$ cat src/rtl/vtb_pkg.sv
// Shared types and constants for the video transition blender.
// No dependencies; every other file refers to this package by scoped name.
`default_nettype none

package vtb_pkg;

  localparam int ChanW = 8;
  localparam int WgtW  = 17;
  localparam int ProdW = ChanW + WgtW;
  localparam int SqW   = 2 * WgtW;
  localparam int CubeW = 3 * WgtW;
  localparam int Lanes = 3;

  localparam logic [WgtW-1:0] QOne  = 17'h10000;
  localparam logic [WgtW-1:0] QHalf = 17'h08000;

  // cycles the weight pipeline needs to settle after a register write
  localparam logic [2:0] WgtLat = 3'd5;

  typedef enum logic [1:0] {
    MODE_EASE   = 2'd0,
    MODE_LINEAR = 2'd1,
    MODE_BLACK  = 2'd2
  } mode_t;

  // register select, taken from paddr[2]
  localparam logic REG_MODE = 1'b0;
  localparam logic REG_PROG = 1'b1;

  typedef struct packed {
    logic valid;
    logic last;
  } stg_t;

endpackage

`default_nettype wire

$ cat src/rtl/vtb_weight.sv
// Weight pipeline: turns mode and progress into the two per-pixel weights.
// Uses vtb_pkg. Five register stages; recomputes every cycle.
`default_nettype none

module vtb_weight (
  input  wire logic                    clk,
  input  wire logic [1:0]              mode,
  input  wire logic [vtb_pkg::WgtW-1:0] progress,
  output logic [vtb_pkg::WgtW-1:0]     wa,
  output logic [vtb_pkg::WgtW-1:0]     wb
);

  localparam int W = vtb_pkg::WgtW;

  logic [1:0]   mode0_r, mode1_r, mode2_r, mode3_r;
  logic [W-1:0] pc0_r, pc1_r, pc2_r, pc3_r;
  logic         low0_r, low1_r, low2_r, low3_r;
  logic [W-1:0] x0_r, x1_r;
  logic [vtb_pkg::SqW-1:0]   sq_r, hi_r, lo_r;
  logic [vtb_pkg::CubeW-1:0] cube_r;
  logic [W-1:0] wa_r, wb_r;

  logic [W-1:0] pc_nxt, x_nxt, ease_w, wa_nxt, wb_nxt;
  logic         low_nxt;
  logic [W:0]   twice_pc;

  always_comb begin
    pc_nxt  = (progress > vtb_pkg::QOne) ? vtb_pkg::QOne : progress;
    low_nxt = pc_nxt < vtb_pkg::QHalf;
    // upper half mirrors the curve: u = 2*(1-p)
    x_nxt   = low_nxt ? pc_nxt : W'((vtb_pkg::QOne - pc_nxt) << 1);
  end

  always_ff @(posedge clk) begin
    mode0_r <= mode;
    pc0_r   <= pc_nxt;
    low0_r  <= low_nxt;
    x0_r    <= x_nxt;

    mode1_r <= mode0_r;
    pc1_r   <= pc0_r;
    low1_r  <= low0_r;
    x1_r    <= x0_r;
    sq_r    <= {{W{1'b0}}, x0_r} * {{W{1'b0}}, x0_r};

    mode2_r <= mode1_r;
    pc2_r   <= pc1_r;
    low2_r  <= low1_r;
    // cube split into two 17x17 partial products
    hi_r    <= {{W{1'b0}}, sq_r[vtb_pkg::SqW-1:W]} * {{W{1'b0}}, x1_r};
    lo_r    <= {{W{1'b0}}, sq_r[W-1:0]} * {{W{1'b0}}, x1_r};

    mode3_r <= mode2_r;
    pc3_r   <= pc2_r;
    low3_r  <= low2_r;
    cube_r  <= ({{W{1'b0}}, hi_r} << W) + {{W{1'b0}}, lo_r};

    wa_r    <= wa_nxt;
    wb_r    <= wb_nxt;
  end

  always_comb begin
    ease_w   = low3_r ? W'(cube_r >> 30) : vtb_pkg::QOne - W'(cube_r >> 33);
    twice_pc = {pc3_r, 1'b0};
    case (vtb_pkg::mode_t'(mode3_r))
      vtb_pkg::MODE_EASE: begin
        wa_nxt = vtb_pkg::QOne - ease_w;
        wb_nxt = ease_w;
      end
      vtb_pkg::MODE_BLACK: begin
        if (low3_r) begin
          wa_nxt = vtb_pkg::QOne - W'(twice_pc);
          wb_nxt = '0;
        end else begin
          wa_nxt = '0;
          wb_nxt = W'(twice_pc - {1'b0, vtb_pkg::QOne});
        end
      end
      default: begin
        wa_nxt = vtb_pkg::QOne - pc3_r;
        wb_nxt = pc3_r;
      end
    endcase
  end

  assign wa = wa_r;
  assign wb = wb_r;

endmodule

`default_nettype wire

$ cat src/rtl/vtb_lane.sv
// One colour lane: weights both channels, registers the products,
// then sums, drops the fraction and clamps. Uses vtb_pkg.
`default_nettype none

module vtb_lane (
  input  wire logic                      clk,
  input  wire logic                      en,
  input  wire logic [vtb_pkg::ChanW-1:0] a,
  input  wire logic [vtb_pkg::ChanW-1:0] b,
  input  wire logic [vtb_pkg::WgtW-1:0]  wa,
  input  wire logic [vtb_pkg::WgtW-1:0]  wb,
  output logic [vtb_pkg::ChanW-1:0]      chan
);

  localparam int P = vtb_pkg::ProdW;

  logic [P-1:0] pa_r, pb_r;
  logic [P:0]   sum;
  logic [P-vtb_pkg::WgtW+1:0] shifted;

  always_ff @(posedge clk) begin
    if (en) begin
      pa_r <= P'(a) * P'(wa);
      pb_r <= P'(b) * P'(wb);
    end
  end

  always_comb begin
    sum     = {1'b0, pa_r} + {1'b0, pb_r};
    shifted = sum[P:16];
    chan    = (shifted > 10'd255) ? 8'hFF : shifted[vtb_pkg::ChanW-1:0];
  end

endmodule

`default_nettype wire

$ cat src/rtl/vtb_merge.sv
// Output stage: gathers the three lane results and the frame flag into
// one registered beat. Uses vtb_pkg.
`default_nettype none

module vtb_merge (
  input  wire logic                      clk,
  input  wire logic                      rst_n,
  input  wire vtb_pkg::stg_t             stg,
  input  wire logic [vtb_pkg::ChanW-1:0] red,
  input  wire logic [vtb_pkg::ChanW-1:0] green,
  input  wire logic [vtb_pkg::ChanW-1:0] blue,
  input  wire logic                      out_tready,
  output logic                           take,
  output logic                           out_tvalid,
  output logic [23:0]                    out_tdata,
  output logic                           out_tlast
);

  logic        valid_r, valid_nxt;
  logic [23:0] data_r;
  logic        last_r;

  assign take = !valid_r || out_tready;

  always_comb begin
    valid_nxt = valid_r;
    if (take) begin
      valid_nxt = stg.valid;
    end
  end

  always_ff @(posedge clk) begin
    if (!rst_n) begin
      valid_r <= 1'b0;
    end else begin
      valid_r <= valid_nxt;
    end
  end

  always_ff @(posedge clk) begin
    if (take && stg.valid) begin
      data_r <= {blue, green, red};
      last_r <= stg.last;
    end
  end

  assign out_tvalid = valid_r;
  assign out_tdata  = data_r;
  assign out_tlast  = last_r;

endmodule

`default_nettype wire

$ cat src/rtl/video_transition_blender.sv
// Video transition blender: mixes an outgoing and an incoming RGB pixel by
// mode and progress, one pixel pair per clock once running, unless the
// output is held or the weights are settling. A taken beat passes through
// the product registers, then sum and clamp into the output register; the
// lanes stall when the output is held and while the weights settle. After
// reset and after every register write in_tready stays low until the weight pipeline has settled.
// Depends on vtb_pkg, vtb_weight, vtb_lane and vtb_merge.
`default_nettype none

module video_transition_blender (
  input  wire logic        clk,
  input  wire logic        rst_n,
  // in_tdata: first_red, first_green, first_blue,
  //           second_red, second_green, second_blue (lowest bits first)
  input  wire logic        in_tvalid,
  output logic             in_tready,
  input  wire logic [47:0] in_tdata,
  input  wire logic        in_tlast,
  // out_tdata: out_red, out_green, out_blue (lowest bits first)
  output logic             out_tvalid,
  input  wire logic        out_tready,
  output logic [23:0]      out_tdata,
  output logic             out_tlast,
  input  wire logic        cfg_psel,
  input  wire logic        cfg_penable,
  input  wire logic        cfg_pwrite,
  input  wire logic [2:0]  cfg_paddr,
  input  wire logic [31:0] cfg_pwdata,
  output logic [31:0]      cfg_prdata,
  output logic             cfg_pready
);

  localparam int C = vtb_pkg::ChanW;

  logic [1:0]               mode_r;
  logic [vtb_pkg::WgtW-1:0] prog_r;
  logic [2:0]               settle_r, settle_nxt;
  logic                     wr;

  logic [vtb_pkg::WgtW-1:0] wa, wb;
  vtb_pkg::stg_t            stg1_r, stg1_nxt;
  logic                     take, en1, accept;
  logic [C-1:0]             chan [vtb_pkg::Lanes];

  // register port
  assign cfg_pready = 1'b1;
  assign wr = cfg_psel && cfg_penable && cfg_pwrite && cfg_pready;

  always_ff @(posedge clk) begin
    if (!rst_n) begin
      mode_r <= '0;
      prog_r <= '0;
    end else if (wr) begin
      unique case (cfg_paddr[2])
        vtb_pkg::REG_MODE: mode_r <= cfg_pwdata[1:0];
        vtb_pkg::REG_PROG: prog_r <= cfg_pwdata[vtb_pkg::WgtW-1:0];
        default: ;
      endcase
    end
  end

  always_comb begin
    unique case (cfg_paddr[2])
      vtb_pkg::REG_MODE: cfg_prdata = {30'd0, mode_r};
      vtb_pkg::REG_PROG: cfg_prdata = {15'd0, prog_r};
      default:           cfg_prdata = '0;
    endcase
  end

  // hold off input until the weights reflect the registers
  always_comb begin
    if (wr) begin
      settle_nxt = vtb_pkg::WgtLat;
    end else if (settle_r != 3'd0) begin
      settle_nxt = settle_r - 3'd1;
    end else begin
      settle_nxt = settle_r;
    end
  end

  always_ff @(posedge clk) begin
    if (!rst_n) begin
      settle_r <= vtb_pkg::WgtLat;
    end else begin
      settle_r <= settle_nxt;
    end
  end

  vtb_weight u_weight (
    .clk      (clk),
    .mode     (mode_r),
    .progress (prog_r),
    .wa       (wa),
    .wb       (wb)
  );

  // product stage control
  assign en1       = !stg1_r.valid || take;
  assign in_tready = en1 && (settle_r == 3'd0);
  assign accept    = in_tvalid && in_tready;

  always_comb begin
    stg1_nxt = stg1_r;
    if (en1) begin
      stg1_nxt.valid = accept;
      stg1_nxt.last  = in_tlast;
    end
  end

  always_ff @(posedge clk) begin
    if (!rst_n) begin
      stg1_r <= '0;
    end else begin
      stg1_r <= stg1_nxt;
    end
  end

  for (genvar i = 0; i < vtb_pkg::Lanes; i++) begin : g_lane
    vtb_lane u_lane (
      .clk  (clk),
      .en   (accept),
      .a    (in_tdata[C*i +: C]),
      .b    (in_tdata[C*(i+vtb_pkg::Lanes) +: C]),
      .wa   (wa),
      .wb   (wb),
      .chan (chan[i])
    );
  end

  vtb_merge u_merge (
    .clk        (clk),
    .rst_n      (rst_n),
    .stg        (stg1_r),
    .red        (chan[0]),
    .green      (chan[1]),
    .blue       (chan[2]),
    .out_tready (out_tready),
    .take       (take),
    .out_tvalid (out_tvalid),
    .out_tdata  (out_tdata),
    .out_tlast  (out_tlast)
  );

  // a register write must close the input for the following cycle
  a_wr_blocks: assert property (@(posedge clk) disable iff (!rst_n)
    wr |=> !in_tready)
    else $error("input open right after a register write");

  // an accepted beat lands in the product stage
  a_accept_fills: assert property (@(posedge clk) disable iff (!rst_n)
    accept |=> stg1_r.valid)
    else $error("accepted beat lost before product stage");

  // a product-stage beat moves into an empty output register
  a_moves_out: assert property (@(posedge clk) disable iff (!rst_n)
    (stg1_r.valid && !out_tvalid) |=> out_tvalid)
    else $error("product stage did not drain into empty output");

endmodule

`default_nettype wire

$ cat config.mk
export PLATFORM = sky130hd
export DESIGN_NAME = video_transition_blender
export DESIGN_NICKNAME = d
export VERILOG_FILES = /design/src/rtl/vtb_pkg.sv /design/src/rtl/vtb_weight.sv /design/src/rtl/vtb_lane.sv /design/src/rtl/vtb_merge.sv /design/src/rtl/video_transition_blender.sv
export SDC_FILE = /design/constraint.sdc
export NUM_CORES = 2
export LEC_CHECK = 0
export BUFFER_PORTS_ARGS = -buffer_cell sky130_fd_sc_hd__buf_2
export CAP_MARGIN = 10
export CORE_ASPECT_RATIO = 1.4
export CORE_MARGIN = 4
export CORE_UTILIZATION = 46
export CTS_BUF_LIST = sky130_fd_sc_hd__clkbuf_2
export CTS_CLUSTER_DIAMETER = 120
export DETAILED_ROUTE_END_ITERATION = 12
export PLACE_DENSITY = 0.68
export SLEW_MARGIN = 5
export SYNTH_ARGS = -nofsm -noshare
export SYNTH_HDL_FRONTEND = slang
export SYNTH_SLANG_ARGS = --single-unit
$ cat constraint.sdc
create_clock -name clk -period 11.85 [get_ports clk]
set_input_delay 1.185 -clock clk [delete_from_list [all_inputs] [get_ports clk]]
set_output_delay 1.185 -clock clk [all_outputs]
set_load 0.01 [all_outputs]
# == Word-level counts from Yosys, hierarchy flattened ==
# Cells that the tools add are included.
# word_totals
inputBits,91
wordCells,88
regBits,499
# classes
n_bitwise,2
n_eq_ne,1
multipliers,9
magnitude_cmp,5
n_addsub,11
reduce_logical,15
n_mux,8
# ops
operator,n
8-bit by 17-bit multiplier with 25-bit output,6
17-bit 2-to-1 mux,5
25-bit by 25-bit adder with 26-bit output,3
17-bit by 17-bit multiplier with 34-bit output,2
17-bit one-hot mux with 2 select lines,2
"17-bit subtractor, first input constant",4
32-bit one-hot mux with 2 select lines,1
50-bit by 34-bit adder with 50-bit output,1
17-bit by 17-bit multiplier with 33-bit output,1
"10-bit by 8-bit greater-than comparator with 1-bit output, second input constant",3
"17-bit greater-than comparator, second input constant",1
"17-bit by 16-bit less-than comparator with 1-bit output, second input constant",1
"17-bit subtractor, second input constant",1
"1-bit by 16-bit subtractor with 16-bit output, first input constant",1
1-bit logical AND,5
2-bit AND reduction,2
3-bit zero test,1
3-bit nonzero test,1
"3-bit by 1-bit subtractor with 3-bit output, second input constant",1
"2-bit == test, second input constant",1
1-bit zero test,2
2-bit zero test,1
1-bit logical OR,2
1-bit inverter,2
2-bit OR reduction,1

# == Logic depth before layout (Yosys ltp) ==
# logic_depth
depth_word,5
mapped_depth,24

# == Modules after synthesis ==
# Synthesis repeated with hierarchy kept, for this count alone.
# unflattened
hier_cells,7437
area_unflattened_um2,69703.1
# modules_own_cells
module,cells_per_inst,area_per_inst_um2,n_inst,seq_area_each_um2
vtb_weight,3763,34440.5,1,5004.8
vtb_lane (g_lane[0].u_lane ...),1186,11151.9,2,1501.4
vtb_lane (g_lane[2].u_lane),1124,10831.6,1,1501.4
video_transition_blender,148,1318.8,1,480.5
vtb_merge,30,808.3,1,770.7

# == Least setup slack after synthesis ==
# OpenSTA, ideal clock, no wires.
# synth_timing
path_kind,register to register
start,reg u_weight.x0_r[2]
end,reg u_weight.sq_r[32] in the netlist's numbering
required_ps,11778
setup_time_ps,72
slack_ps,5823
arrival_time_ps,5955
path_buffers,2
path_stages_with_launch,23
cell_sequence,dfxtp_1 > clkbuf_1 > clkbuf_1 > nand2_1 > fa_1 > fa_1 > inv_1 > fa_1 > fa_1 > fa_1 > inv_1 > fa_1 > inv_1 > ha_1 > a21oi_1 > o21ai_0 > o41ai_1 > o21a_1 > nand3_1 > o21ai_0 > o2111ai_1 > a21oi_1 > xnor2_1
# synth_via
elab_chain_len,1
# synth_rtl
item,line,source
start: declaration,vtb_weight.sv:18,"logic [W-1:0] x0_r, x1_r;"
start signal: assignment,vtb_weight.sv:38,x0_r <= x_nxt;
17-bit by 17-bit multiplier with 34-bit output,vtb_weight.sv:44,"sq_r <= {{W{1'b0}}, x0_r} * {{W{1'b0}}, x0_r};"
end signal: assignment,vtb_weight.sv:44,
end: declaration,vtb_weight.sv:19,"logic [vtb_pkg::SqW-1:0] sq_r, hi_r, lo_r;"
# Every way passes these cells.
# A chain may end at the register's enable or synchronous reset.

# == Final worst setup path ==
# layout_timing
start,reg u_weight.x0_r[11]
end,reg u_weight.sq_r[25] in the netlist's numbering
# Same word-level chain as after synthesis.

==> impl_metrics.tcl <==
set metrics [dict create \
    cts_tree "done" \
    avgSynthCellArea_um2 9.354 \
    avgViaCountPerCell 5.306 \
    max_freq_mhz 139.1 \
    antenna_found_initial 11 \
    area_growth_pct 5.517 \
    dr_total_vias 49000 \
    criticalPathCategory "reg2reg" \
    p_per_area_mw_per_mm2 151.3 \
    die_w_um 330.9 \
    gp_congestion 0.8925 \
    io_pins 151 \
    slew_viol_final 0 \
    core_area_mm2 0.1447 \
    routed_wl_um 166700 \
    io_buffers 117 \
    ys_types 91 \
    cp.arrival_ns 8.36 \
    slew_headroom_pct 23.66 \
    synth_enable_flop_cells 175 \
    period_share_pct 60.66 \
    cts_buffers 113 \
    grt_max_degree 79 \
    maxCapViolations 0 \
    worstMarginPinSlew_ns 1.145 \
    hold_end "settle_r[2]" \
    cts_hold_buf 18 \
    start_util_pct 46.40 \
    seqPwrFrac_pct 20.2 \
    drt-initial-drc-count 2377 \
    min_path_cells 2 \
    worstPathCellList "inv_1 > nor2_1 > fa_1 > inv_1 > fa_1 > fa_1 > inv_1 > fa_1 > fa_1 > inv_1 > fa_1 > inv_1 > ha_1 > and3_1 > o211a_1 > o31ai_1 > a21boi_0 > a21oi_1 > o31ai_1 > a21oi_1 > nor2b_1 > o311a_1" \
    peakVddDrop_uv 291.5 \
    first_pass_iters 6 \
    num-fill-cells 13470 \
    hold_start "rst_n" \
    worstPathMaxFanout 15 \
    grt_pass1_wl_um 270100 \
    antenna_left 0 \
    synth_warnings 0 \
    critical_path.slowest_cell "dfxtp_1" \
    setup_viol 0 \
    synth_area_leaders "fa_1, ha_1, dfxtp_1, edfxtp_1, inv_1" \
    synth_top_area_share_pct 34.79 \
    rsz0062_at_grt "false" \
    hp-class "in2reg" \
    cts_resized 0 \
    fin_setup_tns_ns 0 \
    rr_endpoint "u_weight.sq_r[25]" \
    synthesis.area_mm2 0.06715 \
    ys_ff_latch 450 \
    hpwlAfterDp_um 129600 \
    grt_pass1_vias 53410 \
    p_leak_nw 34.53 \
    skew_ns 0.1431 \
    rrSetupSlack_ns 4.66 \
    synth-async-reset-ratio_pct 0 \
    cts_buffer_depth 3 \
    p_sw_share_pct 47.45 \
    synth-seq-area-share_pct 16.02 \
    insertion_delay_ns 1.38 \
    clk_pin_slew_ns 0.12 \
    rr_worst_depth 22 \
    p_comb_share_pct 69.1 \
    drive_gt1_share_pct 5.667 \
    synthCells 7179 \
    p_int_mw 5.636 \
    worstSetupStartpointType "flop" \
    end_kind "flop" \
    power_mw 10.72 \
    final_nets 9166 \
    worstReg2RegStart "u_weight.x0_r[11]" \
    dieArea_mm2 0.1522 \
    synth-main-ff-cell "dfxtp_1" \
    p_sw_mw 5.089 \
    clkPwrFrac_pct 10.8 \
    min_period_ns 7.188 \
    avgRoutedWirePerCell_um 18.05 \
    cts_root_buf "clkbuf_2" \
    synth_top_area_cell "fa_1" \
    grt_overflow 0 \
    required_ns 13.02 \
    clock-sinks 450 \
    rows 165 \
    post-route-drc-count 0 \
    cts_setup_buffers 0 \
    die_h_um 460.1 \
    finalHoldViolations 0 \
    track_usage_pct 22.39 \
    status "completed" \
    cts.htree.levels 3 \
    cp_common_cell "fa_1" \
    slowest_delay_ns 0.86 \
]
## sequential cells by signal (all words and copies together) (netlist names), 3 cells and up
register / count
u_weight.cube_r: 20
prog_r: 17
settle_r: 3
g_lane.u_lane.pa_r: 75
u_weight.pc1_r: 17
u_weight.x1_r: 17
u_weight.pc0_r: 17
u_weight.pc2_r: 17
g_lane.u_lane.pb_r: 75
u_weight.wb: 17
u_weight.lo_r: 17
u_weight.pc3_r: 17
u_weight.wa: 17
u_weight.sq_r: 32
u_merge.out_tdata: 24
u_weight.hi_r: 33
u_weight.x0_r: 17
## power by group through the flow
stage	registers [mW]	clock network [mW]	logic [mW]
after global routing	2.17	1.27	8.38
after global placement	2.20	0	7.29
after detailed placement	2.20	0	7.46
final	2.17	1.15	7.41
after floorplan	2.13	0	5.59
after CTS	2.17	1.21	7.53
## cell families (layout without fill, tap and decap cells)
group,count (synthesis),count (layout),share of synthesized area [%]
compound gates,702,702,6.896
xor+xnor,265,265,3.456
fa+ha+maj,1853,1853,47.57
buf+inv,1659,1763,9.398
flops,450,450,16.02
mux,20,20,0.3168
other cells,2,33,0.01118
simple gates,2228,2228,16.33
## cell usage after synthesis (6+ instances only)
library cell / number
inv_1: 1364
fa_1: 1167
nand2_1: 1006
and2_1: 720
ha_1: 686
dfxtp_1: 275
clkbuf_1: 267
a21oi_1: 203
xnor2_1: 186
nor2_1: 176
edfxtp_1: 175
o21ai_0: 122
a21o_1: 79
xor2_1: 79
nand3_1: 58
nor3_1: 58
o21a_1: 53
nor2b_1: 41
a21boi_0: 32
nand2b_1: 29
a211oi_1: 27
or3_1: 27
and3_1: 25
a31oi_1: 23
o21bai_1: 23
buf_4: 17
o22ai_1: 16
or2_2: 15
nor4_1: 14
nand4_1: 13
mux2_2: 10
mux2i_1: 10
o211ai_1: 9
and4_1: 8
o31ai_1: 8
a221oi_1: 7
nor3b_1: 7
o41ai_1: 7
a2111oi_0: 6
o2111ai_1: 6
o31a_1: 6
or4_1: 6
## placed cells by master, fill, tap and decap left out, types with 175 or more instances in the layout
master and instances:
ha_1 686, xnor2_1 186, edfxtp_1 175, a21oi_1 203, inv_1 1363, nand2_1 1006, and2_1 720, dfxtp_1 272
fa_1 1167, nor2_1 176
## final cells by class
cell class / count / area (µm²) / share of cell area [%]
repair buffers: 200 / 1254 / 1.769
diodes: 8 / 20.02 / 0.02825
clock inverters: 50 / 371.6 / 0.5244
inverters: 1364 / 5125 / 7.233
well taps: 1920 / 2402 / 3.390
flip-flops and latches: 450 / 10760 / 15.19
multi-input cells: 5093 / 50180 / 70.81
clock buffers: 149 / 745.7 / 1.052
## how the worst max path moves through the flow
| stage | cells past startpoint | end | from | slack (ns) |
|---|---|---|---|---|
| global route | 22 | u_weight.sq_r[25] | u_weight.x0_r[11] | 4.25 |
| global placement | 22 | u_weight.sq_r[25] | u_weight.x0_r[11] | 4.82 |
| finish | 22 | u_weight.sq_r[25] | u_weight.x0_r[11] | 4.66 |
| detailed placement | 22 | u_weight.sq_r[25] | u_weight.x0_r[11] | 4.77 |
| CTS | 22 | u_weight.sq_r[25] | u_weight.x0_r[11] | 4.66 |
| floorplan | 22 | u_weight.sq_r[32] | u_weight.x0_r[2] | 5.82 |
## metrics by stage
stage	utilization [%]	instances	hold WS (ns)	area [µm²]	setup slack [ns]
3_5_place_dp	48.05	9009	0.3121	69540	4.774
3_3_place_gp	48.05	9009	0.3124	69540	4.822
2_1_floorplan	-	7202	0.3096	67240	5.823
4_1_cts	48.95	9226	0.03791	70840	4.660
5_1_grt	48.96	9230	0.1791	70850	4.246
6_report	48.96	9234	0.2467	70860	4.662
## worst max-delay path: cells and delay by family, from the launching register on
| kind | cells | cell delay [ns] |
|---|---|---|
| buffers and inverters | 5 | 0.59 |
| and+or+nand+nor | 3 | 0.57 |
| DFF | 1 | 0.86 |
| adders and majority gates | 7 | 3.15 |
| AOI/OAI and AO/OA | 7 | 1.79 |
## routing by layer
metal,global-route usage [%],vias up,part of all wire [%]
met5,0,-,0.037
met4,12.16,10,5.8
met3,2.800,480,4.9
met2,41.62,1406,53
met1,24.55,24790,36
li1,-,22310,-
Note: power is estimated with default switching activity, not from simulation.
